[src/rtl/core/cpc_pkg.sv]
// Shared constants and interface structs for the Chen prime classifier.
package cpc_pkg;

    localparam int VALUE_BITS = 16;
    localparam int LIMIT_W    = 16;
    localparam int COUNT_W    = 16;

    // Numbers under test reach candidate + 2, so one bit more than a candidate.
    localparam int NUM_W = VALUE_BITS + 1;
    // Trial divisors never pass the square root of the number plus a small step.
    localparam int DIV_W = (NUM_W + 1) / 2 + 1;
    localparam int CNT_W = $clog2(NUM_W + 1);
    localparam int CMP_W = (NUM_W > LIMIT_W) ? NUM_W : LIMIT_W;

    localparam logic [LIMIT_W-1:0]    LIMIT_RESET    = {LIMIT_W{1'b1}};
    localparam logic [COUNT_W-1:0]    COUNT_MAX      = {COUNT_W{1'b1}};
    localparam logic [VALUE_BITS-1:0] MIN_PRIME      = VALUE_BITS'(2);
    localparam logic [NUM_W-1:0]      PAIR_OFFSET    = NUM_W'(2);
    localparam logic [DIV_W-1:0]      FIRST_DIVISOR  = DIV_W'(2);
    localparam logic [DIV_W-1:0]      SECOND_DIVISOR = DIV_W'(3);
    localparam logic [DIV_W-1:0]      DIVISOR_STEP   = DIV_W'(2);

    typedef struct packed {
        logic             start;
        logic [NUM_W-1:0] dividend;
        logic [DIV_W-1:0] divisor;
    } div_req_t;

    typedef struct packed {
        logic             done;
        logic [NUM_W-1:0] quotient;
        logic [DIV_W-1:0] remainder;
    } div_res_t;

    typedef struct packed {
        logic             start;
        logic [NUM_W-1:0] n;
    } fac_req_t;

    typedef struct packed {
        logic             busy;
        logic             done;
        logic             found;
        logic [NUM_W-1:0] cofactor;
    } fac_res_t;

endpackage

[src/rtl/core/cpc_divider.sv]
// Restoring divider that produces one quotient bit per cycle.
module cpc_divider
    import cpc_pkg::*;
(
    input  logic     clk,
    input  logic     rst_n,
    input  div_req_t req,
    output div_res_t res
);

    logic             busy_reg;
    logic             done_reg;
    logic [CNT_W-1:0] cnt_reg;
    logic [DIV_W-1:0] rem_reg;
    logic [NUM_W-1:0] quo_reg;
    logic [DIV_W-1:0] dvs_reg;

    logic [DIV_W:0]   shifted;
    logic [DIV_W:0]   diff;
    logic             q_bit;
    logic [DIV_W-1:0] rem_next;

    // The quotient register starts with the dividend; its top bit feeds the
    // partial remainder while quotient bits shift in at the bottom.
    always_comb
    begin
        shifted  = {rem_reg, quo_reg[NUM_W-1]};
        diff     = shifted - {1'b0, dvs_reg};
        q_bit    = ~diff[DIV_W];
        rem_next = q_bit ? diff[DIV_W-1:0] : shifted[DIV_W-1:0];
    end

    always_ff @(posedge clk or negedge rst_n)
    begin
        if (!rst_n)
        begin
            busy_reg <= 1'b0;
            done_reg <= 1'b0;
            cnt_reg  <= '0;
        end
        else
        begin
            done_reg <= 1'b0;
            if (req.start)
            begin
                busy_reg <= 1'b1;
                cnt_reg  <= CNT_W'(NUM_W);
                rem_reg  <= '0;
                quo_reg  <= req.dividend;
                dvs_reg  <= req.divisor;
            end
            else if (busy_reg)
            begin
                rem_reg <= rem_next;
                quo_reg <= {quo_reg[NUM_W-2:0], q_bit};
                cnt_reg <= cnt_reg - CNT_W'(1);
                if (cnt_reg == CNT_W'(1))
                begin
                    busy_reg <= 1'b0;
                    done_reg <= 1'b1;
                end
            end
        end
    end

    assign res.done      = done_reg;
    assign res.quotient  = quo_reg;
    assign res.remainder = rem_reg;

    a_busy_counts: assert property (@(posedge clk) disable iff (!rst_n)
        busy_reg |-> cnt_reg != '0)
        else $error("divider busy with an exhausted bit counter");

endmodule

[src/rtl/core/cpc_factor.sv]
// Smallest-factor search by trial division on the shared divider.
module cpc_factor
    import cpc_pkg::*;
(
    input  logic     clk,
    input  logic     rst_n,
    input  fac_req_t req,
    output fac_res_t res
);

    typedef enum logic {
        F_IDLE,
        F_WAIT
    } fac_state_t;

    fac_state_t       state_reg;
    logic [NUM_W-1:0] n_reg;
    logic [DIV_W-1:0] d_reg;
    logic             div_start_reg;
    logic             done_reg;
    logic             found_reg;
    logic [NUM_W-1:0] cofactor_reg;

    div_req_t         div_req;
    div_res_t         div_res;
    logic             past_root;
    logic [DIV_W-1:0] d_next;

    assign div_req.start    = div_start_reg;
    assign div_req.dividend = n_reg;
    assign div_req.divisor  = d_reg;

    cpc_divider u_divider (
        .clk   (clk),
        .rst_n (rst_n),
        .req   (div_req),
        .res   (div_res)
    );

    // d * d > n exactly when floor(n / d) < d, so the quotient ends the search.
    always_comb
    begin
        past_root = div_res.quotient < NUM_W'(d_reg);
        d_next    = (d_reg == FIRST_DIVISOR) ? SECOND_DIVISOR : d_reg + DIVISOR_STEP;
    end

    always_ff @(posedge clk or negedge rst_n)
    begin
        if (!rst_n)
        begin
            state_reg     <= F_IDLE;
            div_start_reg <= 1'b0;
            done_reg      <= 1'b0;
            found_reg     <= 1'b0;
        end
        else
        begin
            div_start_reg <= 1'b0;
            done_reg      <= 1'b0;
            unique case (state_reg)
                F_IDLE:
                begin
                    if (req.start)
                    begin
                        n_reg         <= req.n;
                        d_reg         <= FIRST_DIVISOR;
                        div_start_reg <= 1'b1;
                        state_reg     <= F_WAIT;
                    end
                end
                F_WAIT:
                begin
                    if (div_res.done)
                    begin
                        priority if (past_root)
                        begin
                            found_reg <= 1'b0;
                            done_reg  <= 1'b1;
                            state_reg <= F_IDLE;
                        end
                        else if (div_res.remainder == '0)
                        begin
                            found_reg    <= 1'b1;
                            cofactor_reg <= div_res.quotient;
                            done_reg     <= 1'b1;
                            state_reg    <= F_IDLE;
                        end
                        else
                        begin
                            d_reg         <= d_next;
                            div_start_reg <= 1'b1;
                        end
                    end
                end
            endcase
        end
    end

    assign res.busy     = (state_reg != F_IDLE);
    assign res.done     = done_reg;
    assign res.found    = found_reg;
    assign res.cofactor = cofactor_reg;

endmodule

[src/rtl/core/chen_prime_classifier.sv]
// Chen prime classifier top level: item handshake, test sequencing and Chen count.
//
//  channel   direction  handshake                 payload
//  input     in         in_valid / in_ready       candidate, restart
//  result    out        out_valid / out_ready     is_prime, is_chen, chen_total
//  config    in         upper_limit_we            upper_limit
//
// Each trial divisor costs one full division on the one shared divider.
// An item runs up to three searches (candidate, candidate + 2, and its
// cofactor), and each costs a division for every divisor tried in it;
// divisors are 2 and the odd numbers up to the square root, so primes near the
// limit take longest.
// in_ready is high only between items; a finished result waits in the output
// register and the next item is taken while it stalls.
// Reset clears the Chen count and sets upper_limit to all ones.
module chen_prime_classifier
    import cpc_pkg::*;
(
    input  logic                  clk,
    input  logic                  rst_n,
    input  logic                  in_valid,
    output logic                  in_ready,
    input  logic [VALUE_BITS-1:0] candidate,
    input  logic                  restart,
    output logic                  out_valid,
    input  logic                  out_ready,
    output logic                  is_prime,
    output logic                  is_chen,
    output logic [COUNT_W-1:0]    chen_total,
    input  logic                  upper_limit_we,
    input  logic [LIMIT_W-1:0]    upper_limit
);

    typedef enum logic [2:0] {
        ST_IDLE,
        ST_TEST_CAND,
        ST_TEST_PAIR,
        ST_TEST_COFACTOR,
        ST_FINISH
    } state_t;

    state_t                state_reg;
    logic [LIMIT_W-1:0]    limit_reg;
    logic [COUNT_W-1:0]    count_reg;
    logic [VALUE_BITS-1:0] cand_reg;
    logic                  prime_reg;
    logic                  chen_reg;
    logic                  fac_start_reg;
    logic [NUM_W-1:0]      fac_n_reg;
    logic                  out_valid_reg;
    logic                  is_prime_reg;
    logic                  is_chen_reg;
    logic [COUNT_W-1:0]    chen_total_reg;

    fac_req_t              fac_req;
    fac_res_t              fac_res;
    logic                  in_xfer;
    logic                  in_range;
    logic                  out_free;
    logic [COUNT_W-1:0]    count_next;

    assign fac_req.start = fac_start_reg;
    assign fac_req.n     = fac_n_reg;

    cpc_factor u_factor (
        .clk   (clk),
        .rst_n (rst_n),
        .req   (fac_req),
        .res   (fac_res)
    );

    always_comb
    begin
        in_xfer    = in_valid && in_ready;
        in_range   = (candidate >= MIN_PRIME) && (CMP_W'(candidate) < CMP_W'(limit_reg));
        out_free   = !out_valid_reg || out_ready;
        count_next = (chen_reg && (count_reg != COUNT_MAX)) ? count_reg + COUNT_W'(1)
                                                             : count_reg;
    end

    always_ff @(posedge clk or negedge rst_n)
    begin
        if (!rst_n)
        begin
            limit_reg <= LIMIT_RESET;
        end
        else if (upper_limit_we)
        begin
            limit_reg <= upper_limit;
        end
    end

    always_ff @(posedge clk or negedge rst_n)
    begin
        if (!rst_n)
        begin
            state_reg     <= ST_IDLE;
            count_reg     <= '0;
            fac_start_reg <= 1'b0;
            out_valid_reg <= 1'b0;
            prime_reg     <= 1'b0;
            chen_reg      <= 1'b0;
        end
        else
        begin
            fac_start_reg <= 1'b0;
            if (out_valid_reg && out_ready)
            begin
                out_valid_reg <= 1'b0;
            end
            unique case (state_reg)
                ST_IDLE:
                begin
                    if (in_xfer)
                    begin
                        cand_reg  <= candidate;
                        prime_reg <= 1'b0;
                        chen_reg  <= 1'b0;
                        if (restart)
                        begin
                            count_reg <= '0;
                        end
                        if (in_range)
                        begin
                            fac_n_reg     <= NUM_W'(candidate);
                            fac_start_reg <= 1'b1;
                            state_reg     <= ST_TEST_CAND;
                        end
                        else
                        begin
                            state_reg <= ST_FINISH;
                        end
                    end
                end
                ST_TEST_CAND:
                begin
                    if (fac_res.done)
                    begin
                        if (fac_res.found)
                        begin
                            state_reg <= ST_FINISH;
                        end
                        else
                        begin
                            prime_reg     <= 1'b1;
                            fac_n_reg     <= NUM_W'(cand_reg) + PAIR_OFFSET;
                            fac_start_reg <= 1'b1;
                            state_reg     <= ST_TEST_PAIR;
                        end
                    end
                end
                ST_TEST_PAIR:
                begin
                    if (fac_res.done)
                    begin
                        if (fac_res.found)
                        begin
                            // Composite partner: Chen only if the cofactor is prime.
                            fac_n_reg     <= fac_res.cofactor;
                            fac_start_reg <= 1'b1;
                            state_reg     <= ST_TEST_COFACTOR;
                        end
                        else
                        begin
                            chen_reg  <= 1'b1;
                            state_reg <= ST_FINISH;
                        end
                    end
                end
                ST_TEST_COFACTOR:
                begin
                    if (fac_res.done)
                    begin
                        chen_reg  <= !fac_res.found;
                        state_reg <= ST_FINISH;
                    end
                end
                ST_FINISH:
                begin
                    if (out_free)
                    begin
                        count_reg      <= count_next;
                        out_valid_reg  <= 1'b1;
                        is_prime_reg   <= prime_reg;
                        is_chen_reg    <= chen_reg;
                        chen_total_reg <= count_next;
                        state_reg      <= ST_IDLE;
                    end
                end
            endcase
        end
    end

    assign in_ready   = (state_reg == ST_IDLE);
    assign out_valid  = out_valid_reg;
    assign is_prime   = is_prime_reg;
    assign is_chen    = is_chen_reg;
    assign chen_total = chen_total_reg;

    a_chen_is_prime: assert property (@(posedge clk) disable iff (!rst_n)
        out_valid && is_chen |-> is_prime)
        else $error("Chen result without a prime result");

    a_chen_counted: assert property (@(posedge clk) disable iff (!rst_n)
        out_valid && is_chen |-> chen_total != '0)
        else $error("Chen result with an empty count");

    a_one_item: assert property (@(posedge clk) disable iff (!rst_n)
        in_valid && in_ready |=> !in_ready)
        else $error("second transfer taken while an item is in work");

    a_idle_quiet: assert property (@(posedge clk) disable iff (!rst_n)
        state_reg == ST_IDLE |-> !fac_res.busy && !fac_res.done)
        else $error("factor search active with no item in work");

endmodule

[config.mk]
export PLATFORM = sky130hd
export DESIGN_NAME = chen_prime_classifier
export DESIGN_NICKNAME = d
export VERILOG_FILES = /design/src/rtl/core/cpc_pkg.sv /design/src/rtl/core/cpc_divider.sv /design/src/rtl/core/cpc_factor.sv /design/src/rtl/core/chen_prime_classifier.sv
export SDC_FILE = /design/constraint.sdc
export NUM_CORES = 1
export LEC_CHECK = 0
export BUFFER_PORTS_ARGS = -buffer_cell sky130_fd_sc_hd__buf_2
export CAP_MARGIN = 20
export CORE_MARGIN = 3
export CORE_UTILIZATION = 40
export DETAILED_ROUTE_END_ITERATION = 10
export SLEW_MARGIN = 20
export SYNTH_ARGS = -nofsm -noshare
export SYNTH_HDL_FRONTEND = slang
export SYNTH_SLANG_ARGS = --single-unit
[constraint.sdc]
create_clock -name clk -period 4.6 [get_ports clk]
set_clock_uncertainty 0.1 [all_clocks]
set_input_delay 0.23 -clock clk [delete_from_list [all_inputs] [get_ports clk]]
set_output_delay 0.23 -clock clk [all_outputs]
set_load 0.02 [all_outputs]
==> flow_summary_export.csv, run 1 <==
group,metric,value,unit
run_status,status,"complete, no violations",
setup_path,critPathMaxStageDelay,0.80,ns
global_routing,grt_pass1_wl,31000,um
timing,setup_viol_count_final,0,
power_and_ir_drop,ir_drop,249,uV
clocking,cts_tree,"yes",
clocking,clk_pin_slew_worst_paths,0.08,ns
global_routing,grtUsageTotal,0.157,
timing,fin_ws,1.36,ns
yosys,ys_ff_latch,182,
setup_path,cp_max_fo,13,
timing,period_share,0.704,
place,portBuffers,57,
setup_path,rr_startpoint,"u_factor.u_divider.quo_reg[16]",
yosys,synth_top_area_share,0.438,
clocking,clock_latency,0.43,ns
power_and_ir_drop,clockPowerShare,0.303,
clocking,htree_num_levels,4,
layout,syn_to_final_growth,16.4,%
yosys,yosys-top-cells-area,"edfxtp_1 (44%), dfrtp_1 (9.4%), ha_1 (5.7%), dfstp_2 (4.6%), nand2_1 (3.4%)",
die,die_area,24400,um2
yosys,ys_types,67,
clocking,cts_sinks,182,
worst_hold_path,holdPathStages,3,
timing,worst_pin_slew,1.02,ns
route,wl_per_cell,15.7,um
worst_hold_path,min-delay-start,"out_ready",
power_and_ir_drop,p_leak,4.06,nW
layout,antenna_cells,0,
setup_path,worstPathCellList,"inv_1 > ha_1 > fa_1 > nor2b_1 > o2111ai_1 > a31o_2 > xor2_1 > nand2_1 > a311oi_1",
setup_path,crit_family,"XOR/XNOR gates",
die,die_x,156,um
global_routing,grt_remaining_overflow,0,
place,dp_hpwl,12600,um
yosys,synth.most_common_cell,"edfxtp_1",
layout,drive_gt1_frac,0.165,
yosys,yosysWarnings,0,
setup_path,cp.depth,9,
timing,totalNegativeSetupSlack,0,ns
power_and_ir_drop,power.total,4.60,mW
route,vias_per_cell,5.28,
worst_hold_path,min_path_type,"input pin to register",
power_and_ir_drop,p_per_area,437,nW/um2
layout,nets,957,
route,routed_wl,18300,um
yosys,synth_edf_count,132,
setup_path,startpoint,"u_factor.u_divider.quo_reg[16]",
yosys,synthTopCellsByCount,"edfxtp_1 (132), nand2_1 (81), nor2_1 (56), inv_1 (50), ha_1 (41)",
yosys,synthCells,790,
die,rows,54,
timing,min_period,3.24,ns
die,io_pins,58,
global_routing,grt_max_degree,32,
run,maxCapViolCount,0,
timing,rsz0062_at_grt,"false",
route,dr.pass1.iters,5,
setup_path,crit_required,4.73,ns
setup_path,critPathCaptureType,"register",
clocking,cts_buffer_depth,2,
timing,final-max-slew-violation-count,0,
power_and_ir_drop,comb_power_share,0.220,
global_routing,grt_pass1_vias,6177,
route,vias,6180,
place,place_area,9620,um2
place,preCtsSetupSlack,1.44,ns
yosys,ys_seq_area_frac,0.579,
clocking,post_cts_buffers,0,
setup_path,arrival,3.37,ns
route,dr.first_iter.drc_count,377,
power_and_ir_drop,seq_power_share,0.478,
route,remaining_drc_errors,0,
power_and_ir_drop,switching_share,0.307,
die,fp.dieH,156,um
die,initial_core_util,0.410,
yosys,synth_top_area_cell,"edfxtp_1",
setup_path,critPathBufInv,1,
place,gp_congestion,0.808,
yosys,ys.flop_type,"edfxtp_1",
setup_path,start_kind,"register",
setup_path,crit_type,"register to register",
layout,post-route-cell-area,10500,um2
clocking,cts_root_buf,"clkbuf_16",
yosys,synth_fp_nets,870,
global_routing,antenna_found_initial,0,
setup_path,worstRegToRegCells,9,
yosys,syn_area,9040,um2
yosys,avgSynthCellArea,11.4,um2
power_and_ir_drop,internal_power,3.19,mW
timing,fmax,0.309,GHz
timing,hold_viol,0,
clocking,numCtsBuffers,17,
yosys,postSynth.asyncResetShare,0.275,
power_and_ir_drop,p_sw,1.41,mW
timing,slew_headroom,0.316,
die,core-area,22000,um2
route,final_antenna_net_count,0,
setup_path,slowest_stage,"xor2_1",
-- stage by stage --
step / cells / util / hold WS [ns]
after floorplan: 790 / - / -0.166
after global placement: 1104 / 0.437 / 0.174
after detailed placement: 1104 / 0.437 / 0.178
after CTS: 1170 / 0.478 / 0.0631
after global routing: 1170 / 0.478 / 0.117
final: 1170 / 0.478 / 0.0819
-- routing by layer --
layer	track usage	wire, um
met1	0.220	8820
met5	0	0
met2	0.247	8550
met3	0.0321	635
met4	0.0517	315
-- area by class of cell --
cell class                      instances  area [um2]
Fill cell                            1973       11500
Sequential cell                       182        5240
Multi-Input combinational cell        526        3490
Timing Repair Buffer                   99         686
Clock buffer                           17         425
Tap cell                              280         350
Inverter                               51         191
Clock inverter                         15         141
-- worst paths after layout --
| path | endpoint | slack (ns) |
|---|---|---|
| max | u_factor.u_divider.rem_reg[1] | 1.36 |
| min | out_valid | 0.08 |
| max reg2reg | u_factor.u_divider.rem_reg[1] | 1.36 |
| min reg2reg | u_factor.n_reg[14] | 0.32 |
| max in group asynchronous | count_reg[1] | 3.42 |
| min in group asynchronous | count_reg[12] | 0.24 |
-- logic make-up (layout without fill, tap and decap cells) --
group,Yosys count,count (layout),synth area share
AND/OR/NAND/NOR,247,247,0.135
flip-flops,182,182,0.579
AO/OA/AOI/OAI,170,170,0.121
buffers and inverters,82,182,0.0357
XOR/XNOR,48,48,0.0473
adder cells (fa/ha/maj),42,42,0.0590
multiplexers,19,19,0.0234
-- tightest hold or removal path, delay by kind of cell --
family,cells,cell delay (ns)
AOI/OAI and AO/OA,1,0.11
buffers and inverters,1,0.07
and+or+nand+nor,1,0.14
-- power groups by stage --
stage                     logic [mW]  clock network, mW  registers (mW)
after global placement         0.978                  0            2.23
after floorplan                0.834                  0            2.13
after detailed placement       0.996                  0            2.23
after global routing            1.16               1.50            2.23
after CTS                       1.02               1.43            2.20
final                           1.01               1.39            2.20
-- layout by cell type, fill, tap and decap left out, types with 20 or more instances in the layout --
| cell type | netlist | final |
|---|---|---|
| edfxtp_1 | 132 | 132 |
| dlygate4sd3_1 | 0 | 34 |
| nand2_1 | 81 | 81 |
| dfrtp_1 | 34 | 34 |
| a21oi_1 | 38 | 38 |
| nand3_1 | 20 | 20 |
| ha_1 | 41 | 41 |
| o21ai_0 | 37 | 37 |
| xnor2_1 | 34 | 34 |
| buf_2 | 3 | 57 |
| inv_1 | 50 | 50 |
| nor2_1 | 56 | 56 |
-- repair_timing --
| action | CTS | global route |
|---|---|---|
| hold buffers | 34 | 0 |
| hold endpoints to repair | 38 | 0 |
| gates resized for setup | 0 | 0 |
Note: power is estimated with default switching activity, not from simulation.
==> run 2, diff against run 1 <==
--- a/config.mk
+++ b/config.mk
@@ -5,6 +5,7 @@
 export SDC_FILE = /design/constraint.sdc
 export NUM_CORES = 1
 export LEC_CHECK = 0
+export ABC_AREA = 1
 export BUFFER_PORTS_ARGS = -buffer_cell sky130_fd_sc_hd__buf_2
 export CAP_MARGIN = 20
 export CORE_MARGIN = 3
==> constraint.sdc (replaced) <==
create_clock -name clk -period 3.3 [get_ports clk]
set_clock_uncertainty 0.1 [all_clocks]
set_input_delay 0.165 -clock clk [delete_from_list [all_inputs] [get_ports clk]]
set_output_delay 0.165 -clock clk [all_outputs]
set_load 0.02 [all_outputs]
==> run 2 against run 1 <==
Hold slack worse by 0.061 ns. Core utilization up 0.68 points. Critical endpoint is now u_factor.u_divider.rem_reg[9]. Total power up 70%. Cell count up 18%. Largest cell class unchanged. Highest routed layer unchanged. Non-clock buffer count up 8.
==> flow_summary_export.csv, run 2 <==
group,metric,value,unit
yosys,ys.flop_type,"edfxtp_1",
layout,drive_gt1_frac,0.119,
global_routing,antenna_found_initial,0,
power_and_ir_drop,p_sw,2.77,mW
layout,nets,1167,
yosys,synth_edf_count,132,
setup_path,arrival,2.83,ns
timing,final-max-slew-violation-count,0,
route,wl_per_cell,13.7,um
clocking,clk_pin_slew_worst_paths,0.07,ns
timing,setup_viol_count_final,0,
die,io_pins,58,
yosys,synth_fp_nets,1060,
timing,period_share,0.834,
power_and_ir_drop,power.total,7.83,mW
setup_path,critPathBufInv,0,
power_and_ir_drop,internal_power,5.05,mW
setup_path,cp_max_fo,12,
route,routed_wl,18900,um
setup_path,start_kind,"register",
setup_path,crit_top_cell,"nand2_1",
setup_path,crit_family,"simple AND/OR/NAND/NOR gates",
place,portBuffers,57,
power_and_ir_drop,comb_power_share,0.314,
clocking,cts_tree,"yes",
route,dr.pass1.iters,5,
route,vias,6823,
layout,post-route-cell-area,10800,um2
power_and_ir_drop,seq_power_share,0.434,
power_and_ir_drop,switching_share,0.354,
power_and_ir_drop,p_leak,4.71,nW
route,final_antenna_net_count,0,
timing,fmax,0.363,GHz
timing,worst_pin_slew,0.769,ns
place,gp_congestion,0.900,
route,dr.first_iter.drc_count,497,
global_routing,grtUsageTotal,0.161,
yosys,syn_area,9190,um2
clocking,cts_root_buf,"clkbuf_16",
clocking,clock_latency,0.42,ns
layout,antenna_cells,0,
power_and_ir_drop,p_per_area,727,nW/um2
layout,layout_common_cells,"nand2_1 (264), edfxtp_1 (132), inv_1 (124)",
global_routing,grt_pass1_wl,32300,um
power_and_ir_drop,clockPowerShare,0.252,
timing,totalNegativeSetupSlack,0,ns
clocking,post_cts_buffers,0,
yosys,yosysWarnings,0,
layout,syn_to_final_growth,17.2,%
run_status,status,"complete, no violations",
route,remaining_drc_errors,0,
yosys,synth.most_common_cell,"nand2_1",
power_and_ir_drop,ir_drop,407,uV
die,core-area,22200,um2
route,vias_per_cell,4.94,
clocking,postCtsHoldBufs,35,
yosys,ys_seq_area_frac,0.570,
setup_path,crit_required,3.38,ns
yosys,synth_top_area_cell,"edfxtp_1",
timing,min_period,2.75,ns
place,dp_hpwl,13800,um
yosys,synth_top_area_share,0.431,
timing,slew_headroom,0.487,
die,fp.dieH,158,um
yosys,synthTopCellsByCount,"nand2_1 (264), edfxtp_1 (132), inv_1 (124), nor2_1 (80), nand3_1 (63)",
timing,hold_viol,0,
place,place_area,9840,um2
clocking,numCtsBuffers,17,
worst_hold_path,min_path_type,"input pin to asynchronous set/reset pin",
global_routing,grt_max_degree,60,
yosys,yosys-top-cells-area,"edfxtp_1 (43%), nand2_1 (11%), dfrtp_1 (9.3%), ha_1 (5.6%), inv_1 (5.1%)",
clocking,cts_buffer_depth,2,
clocking,ctsResizeCount,0,
setup_path,critPathCaptureType,"register",
yosys,avgSynthCellArea,9.38,um2
die,initial_core_util,0.413,
run,maxCapViolCount,0,
yosys,synthCells,980,
clocking,htree_num_levels,4,
global_routing,grt_remaining_overflow,0,
die,die_area,24800,um2
yosys,ys_types,45,
clocking,cts_sinks,182,
die,rows,54,
yosys,postSynth.asyncResetShare,0.275,
global_routing,grt_pass1_vias,6606,
setup_path,crit_type,"register to register",
setup_path,critPathMaxStageDelay,0.45,ns
timing,rsz0062_at_grt,"false",
yosys,ys_ff_latch,182,
setup_path,slowest_stage,"nand2_1",
die,die_x,158,um
layout,final_common_cell,"nand2_1",
setup_path,worstPathCellList,"ha_1 > a21oi_1 > o21ai_0 > nand2_1 > nand4_1 > nand2_1 > nand2_1 > nand3_1 > nand2_1",
setup_path,r2r_slack,0.55,ns
==> run 2: cell count changes in the layout (fill, tap and decap cells not counted), moves of 10 or more <==
cell / previous run / this run
o22ai_1: 16 / 4
o21ai_0: 37 / 47
a31oi_1: 19 / 4
inv_1: 50 / 124
mux2_2: 17 / 1
xnor2_1: 34 / 2
nand3_1: 20 / 63
nand2b_1: 10 / 0
nor2_1: 56 / 80
o21ai_1: 3 / 15
nand2_1: 81 / 264
==> run 2: power groups by stage <==
stage          clock (mW)  combinational [mW]  sequential [mW]
3_3_place_gp            0                2.40             3.43
4_1_cts              2.01                2.47             3.40
3_5_place_dp            0                2.43             3.44
6_report             1.97                2.46             3.40
5_1_grt              2.11                2.86             3.46
2_1_floorplan           0                1.84             3.38
==> run 2: logic make-up after synthesis <==
group	after synthesis	share of synthesized area
AND/OR/NAND/NOR	462	0.214
AO/OA/AOI/OAI	134	0.0828
XOR/XNOR	12	0.0114
adder cells (fa/ha/maj)	42	0.0580
multiplexers	1	0.00123
buffers and inverters	147	0.0629
flip-flops	182	0.570
==> run 2: per-layer routing <==
metal	routed length [um]	global-route usage	vias to the layer above
li1	-	-	3523
met1	9370	0.232	3136
met2	8520	0.254	146
met3	760	0.0273	18
met4	259	0.0455	0
met5	0	0	-
==> run 2: cell type report <==
type,instances,area (um2)
tap,280,350
multi-input combinational,651,3380
fill,2032,11500
clock buffer,21,493
timing repair buffer,107,748
sequential,182,5240
clock inverter,11,85.1
inverter,128,480
==> run 2: worst paths after layout <==
path                                               start                       endpoint  cells past startpoint
setup / recovery           u_factor.u_divider.rem_reg[4]  u_factor.u_divider.rem_reg[9]                      9
hold / removal                                     rst_n         u_factor.div_start_reg                      2
setup reg to reg           u_factor.u_divider.rem_reg[4]  u_factor.u_divider.rem_reg[9]                      9
hold reg to reg                             fac_n_reg[7]              u_factor.n_reg[7]                      0
max in group asynchronous                          rst_n                   state_reg[0]                      3
min in group clk                          upper_limit_we                  limit_reg[13]                      3
==> run 2: stage by stage <==
stage | worst slack (ns) | hold slack, ns | util | std cells
floorplan | 0.413 | -0.231 | - | 980
global placement | 0.709 | -0.104 | 0.443 | 1313
detailed placement | 0.582 | -0.105 | 0.443 | 1313
CTS | 0.574 | 0.0200 | 0.485 | 1380
global route | 0.326 | 0.0298 | 0.485 | 1380
finish | 0.548 | 0.0207 | 0.485 | 1380
==> run 3, diff against run 2 <==
==> constraint.sdc (replaced) <==
create_clock -name clk -period 2.35 [get_ports clk]
set_clock_uncertainty 0.1 [all_clocks]
set_input_delay 0.1175 -clock clk [delete_from_list [all_inputs] [get_ports clk]]
set_output_delay 0.1175 -clock clk [all_outputs]
set_load 0.02 [all_outputs]
==> run 3 against run 2 <==
First-iteration DRC count shrank 2.0%. Critical path type unchanged. Via count grew 0.88%. Setup slack lost 0.42 ns. Largest power group unchanged. Routed wire length grew 2.1%. Sequential cell count is the same. Core utilization grew 1.7 points. Sequential power grew 41%. Final area grew 3.4%. Die area is the same. Sequential share of layout area shrank 1.6 points. Non-clock buffer count grew 32.
==> flow_summary_export.csv, run 3 (synthesis gave the netlist of run 2 again) <==
group,metric,value,unit
run_status,status,"complete, no violations",
layout,final_common_cell,"nand2_1",
die,rows,54,
place,portBuffers,57,
die,io_pins,58,
timing,setup_viol_count_final,0,
setup_path,critPathCaptureType,"register",
route,dr.pass1.iters,5,
clocking,numCtsBuffers,17,
route,vias_per_cell,4.87,
die,die_area,24800,um2
timing,timing.hold.ws,0.00588,ns
global_routing,grt_pass1_wl,32900,um
route,routed_wl,19300,um
die,initial_core_util,0.413,
setup_path,crit_top_cell,"a21oi_1",
clocking,cts_root_buf,"clkbuf_16",
layout,fillCellCount,2013,
clocking,cts_buffer_depth,2,
route,dr.first_iter.drc_count,487,
global_routing,grt_max_degree,50,
route,remaining_drc_errors,0,
clocking,cts_sinks,182,
timing,totalNegativeSetupSlack,0,ns
global_routing,grt_pass1_vias,6754,
clocking,htree_num_levels,4,
layout,nets,1199,
setup_path,start_kind,"register",
worst_hold_path,min_path_type,"input pin to register",
clocking,clock_latency,0.43,ns
timing,worst_pin_slew,0.721,ns
layout,antenna_cells,0,
die,core-area,22200,um2
run,maxCapViolCount,0,
power_and_ir_drop,power.total,11.3,mW
setup_path,worstPathCellList,"inv_1 > ha_1 > a21oi_1 > o21ai_0 > a21oi_1 > nand3_4 > a21oi_4 > buf_12",
setup_path,critPathMaxStageDelay,0.52,ns
timing,hold_viol,0,
die,fp.dieH,158,um
place,dp_hpwl,14100,um
clocking,cts_tree,"yes",
setup_path,slowest_stage,"dfstp_2",
setup_path,arrival,2.26,ns
setup_path,crit_required,2.38,ns
layout,post-route-cell-area,11100,um2
route,wl_per_cell,13.7,um
setup_path,crit_type,"register to register",
layout,layout_common_cells,"nand2_1 (262), edfxtp_1 (132), inv_1 (124)",
power_and_ir_drop,p_per_area,1020,nW/um2
place,place_area,10000,um2
setup_path,critPathBufInv,2,
power_and_ir_drop,p_leak,4.87,nW
clocking,clk_pin_slew_worst_paths,0.07,ns
global_routing,grtUsageTotal,0.166,
timing,slew_headroom,0.517,
setup_path,crit_family,"compound AO/OA/AOI/OAI gates",
timing,min_period,2.23,ns
timing,final-max-slew-violation-count,0,
route,vias,6883,
setup_path,cp_max_fo,17,
die,die_x,158,um
timing,period_share,0.948,
place,gp_congestion,0.896,
global_routing,grt_remaining_overflow,0,
route,final_antenna_net_count,0,
power_and_ir_drop,ir_drop,534,uV
layout,drive_gt1_frac,0.147,
timing,fmax,0.449,GHz
layout,utilization,0.501,
global_routing,antenna_found_initial,0,
layout,syn_to_final_growth,21.2,%
[run 3: changes by cell type in the layout (fill, tap and decap cells not counted), sizes merged]
cell	change
clkbuf	-1
dlygate4sd3	+9
clkinv	-2
inv	+3
buf	+23
[run 3: final cells by class]
class / count / area [um2] / share of cell area
Clock buffer: 20 / 478 / 0.0429
Inverter: 128 / 480 / 0.0431
Tap cell: 280 / 350 / 0.0314
Sequential cell: 182 / 5240 / 0.470
Multi-Input combinational cell: 651 / 3450 / 0.310
Timing Repair Buffer: 139 / 1040 / 0.0933
Clock inverter: 12 / 106 / 0.00955
[run 3: final timing paths]
check,to,slack [ns],cells after the start,startpoint
worst max register to register,fac_n_reg[7],0.12,8,limit_reg[9]
worst min-delay path,limit_reg[1],0.006,3,upper_limit_we
worst max-delay path,fac_n_reg[7],0.12,8,limit_reg[9]
max in group asynchronous,prime_reg,1.17,4,rst_n
min in group asynchronous,u_factor.u_divider.cnt_reg[0],0.12,3,rst_n
worst min register to register,u_factor.n_reg[5],0.32,0,fac_n_reg[5]
[run 3: per-layer routing]
layer | wire length [um] | up-vias | global-route usage | part of all wire
li1 | - | 3584 | - | -
met1 | 9440 | 3129 | 0.235 | 0.49
met2 | 8900 | 143 | 0.266 | 0.46
met3 | 657 | 27 | 0.0282 | 0.034
met4 | 308 | 0 | 0.0483 | 0.016
met5 | 0 | - | 0 | 0
[run 3: what timing repair did]
| item | CTS | global route |
|---|---|---|
| endpoints found under the hold margin | 52 | 0 |
| setup endpoints to repair | 0 | 27 |
| setup buffers | 0 | 1 |
| hold buffers | 44 | 0 |
| gates resized for setup | 0 | 13 |
[run 3: power by group]
group          total (mW)  switching (mW)  internal [mW]
combinational        3.76            2.32           1.44
sequential           4.78           0.444           4.34
clock                2.79            1.28           1.51
total                11.3            4.04           7.29
[run 3: worst min-delay path, stage by stage]
cell and delay (ns):
buf_2 0.24, nand2_1 0.10, o21ai_0 0.07
[run 3: metrics by stage]
step           std cells  setup slack, ns
2_1_floorplan        980          -0.0248
3_3_place_gp        1335           0.0866
3_5_place_dp        1335           0.0496
4_1_cts             1411           0.0325
5_1_grt             1412          -0.0110
6_report            1412            0.123
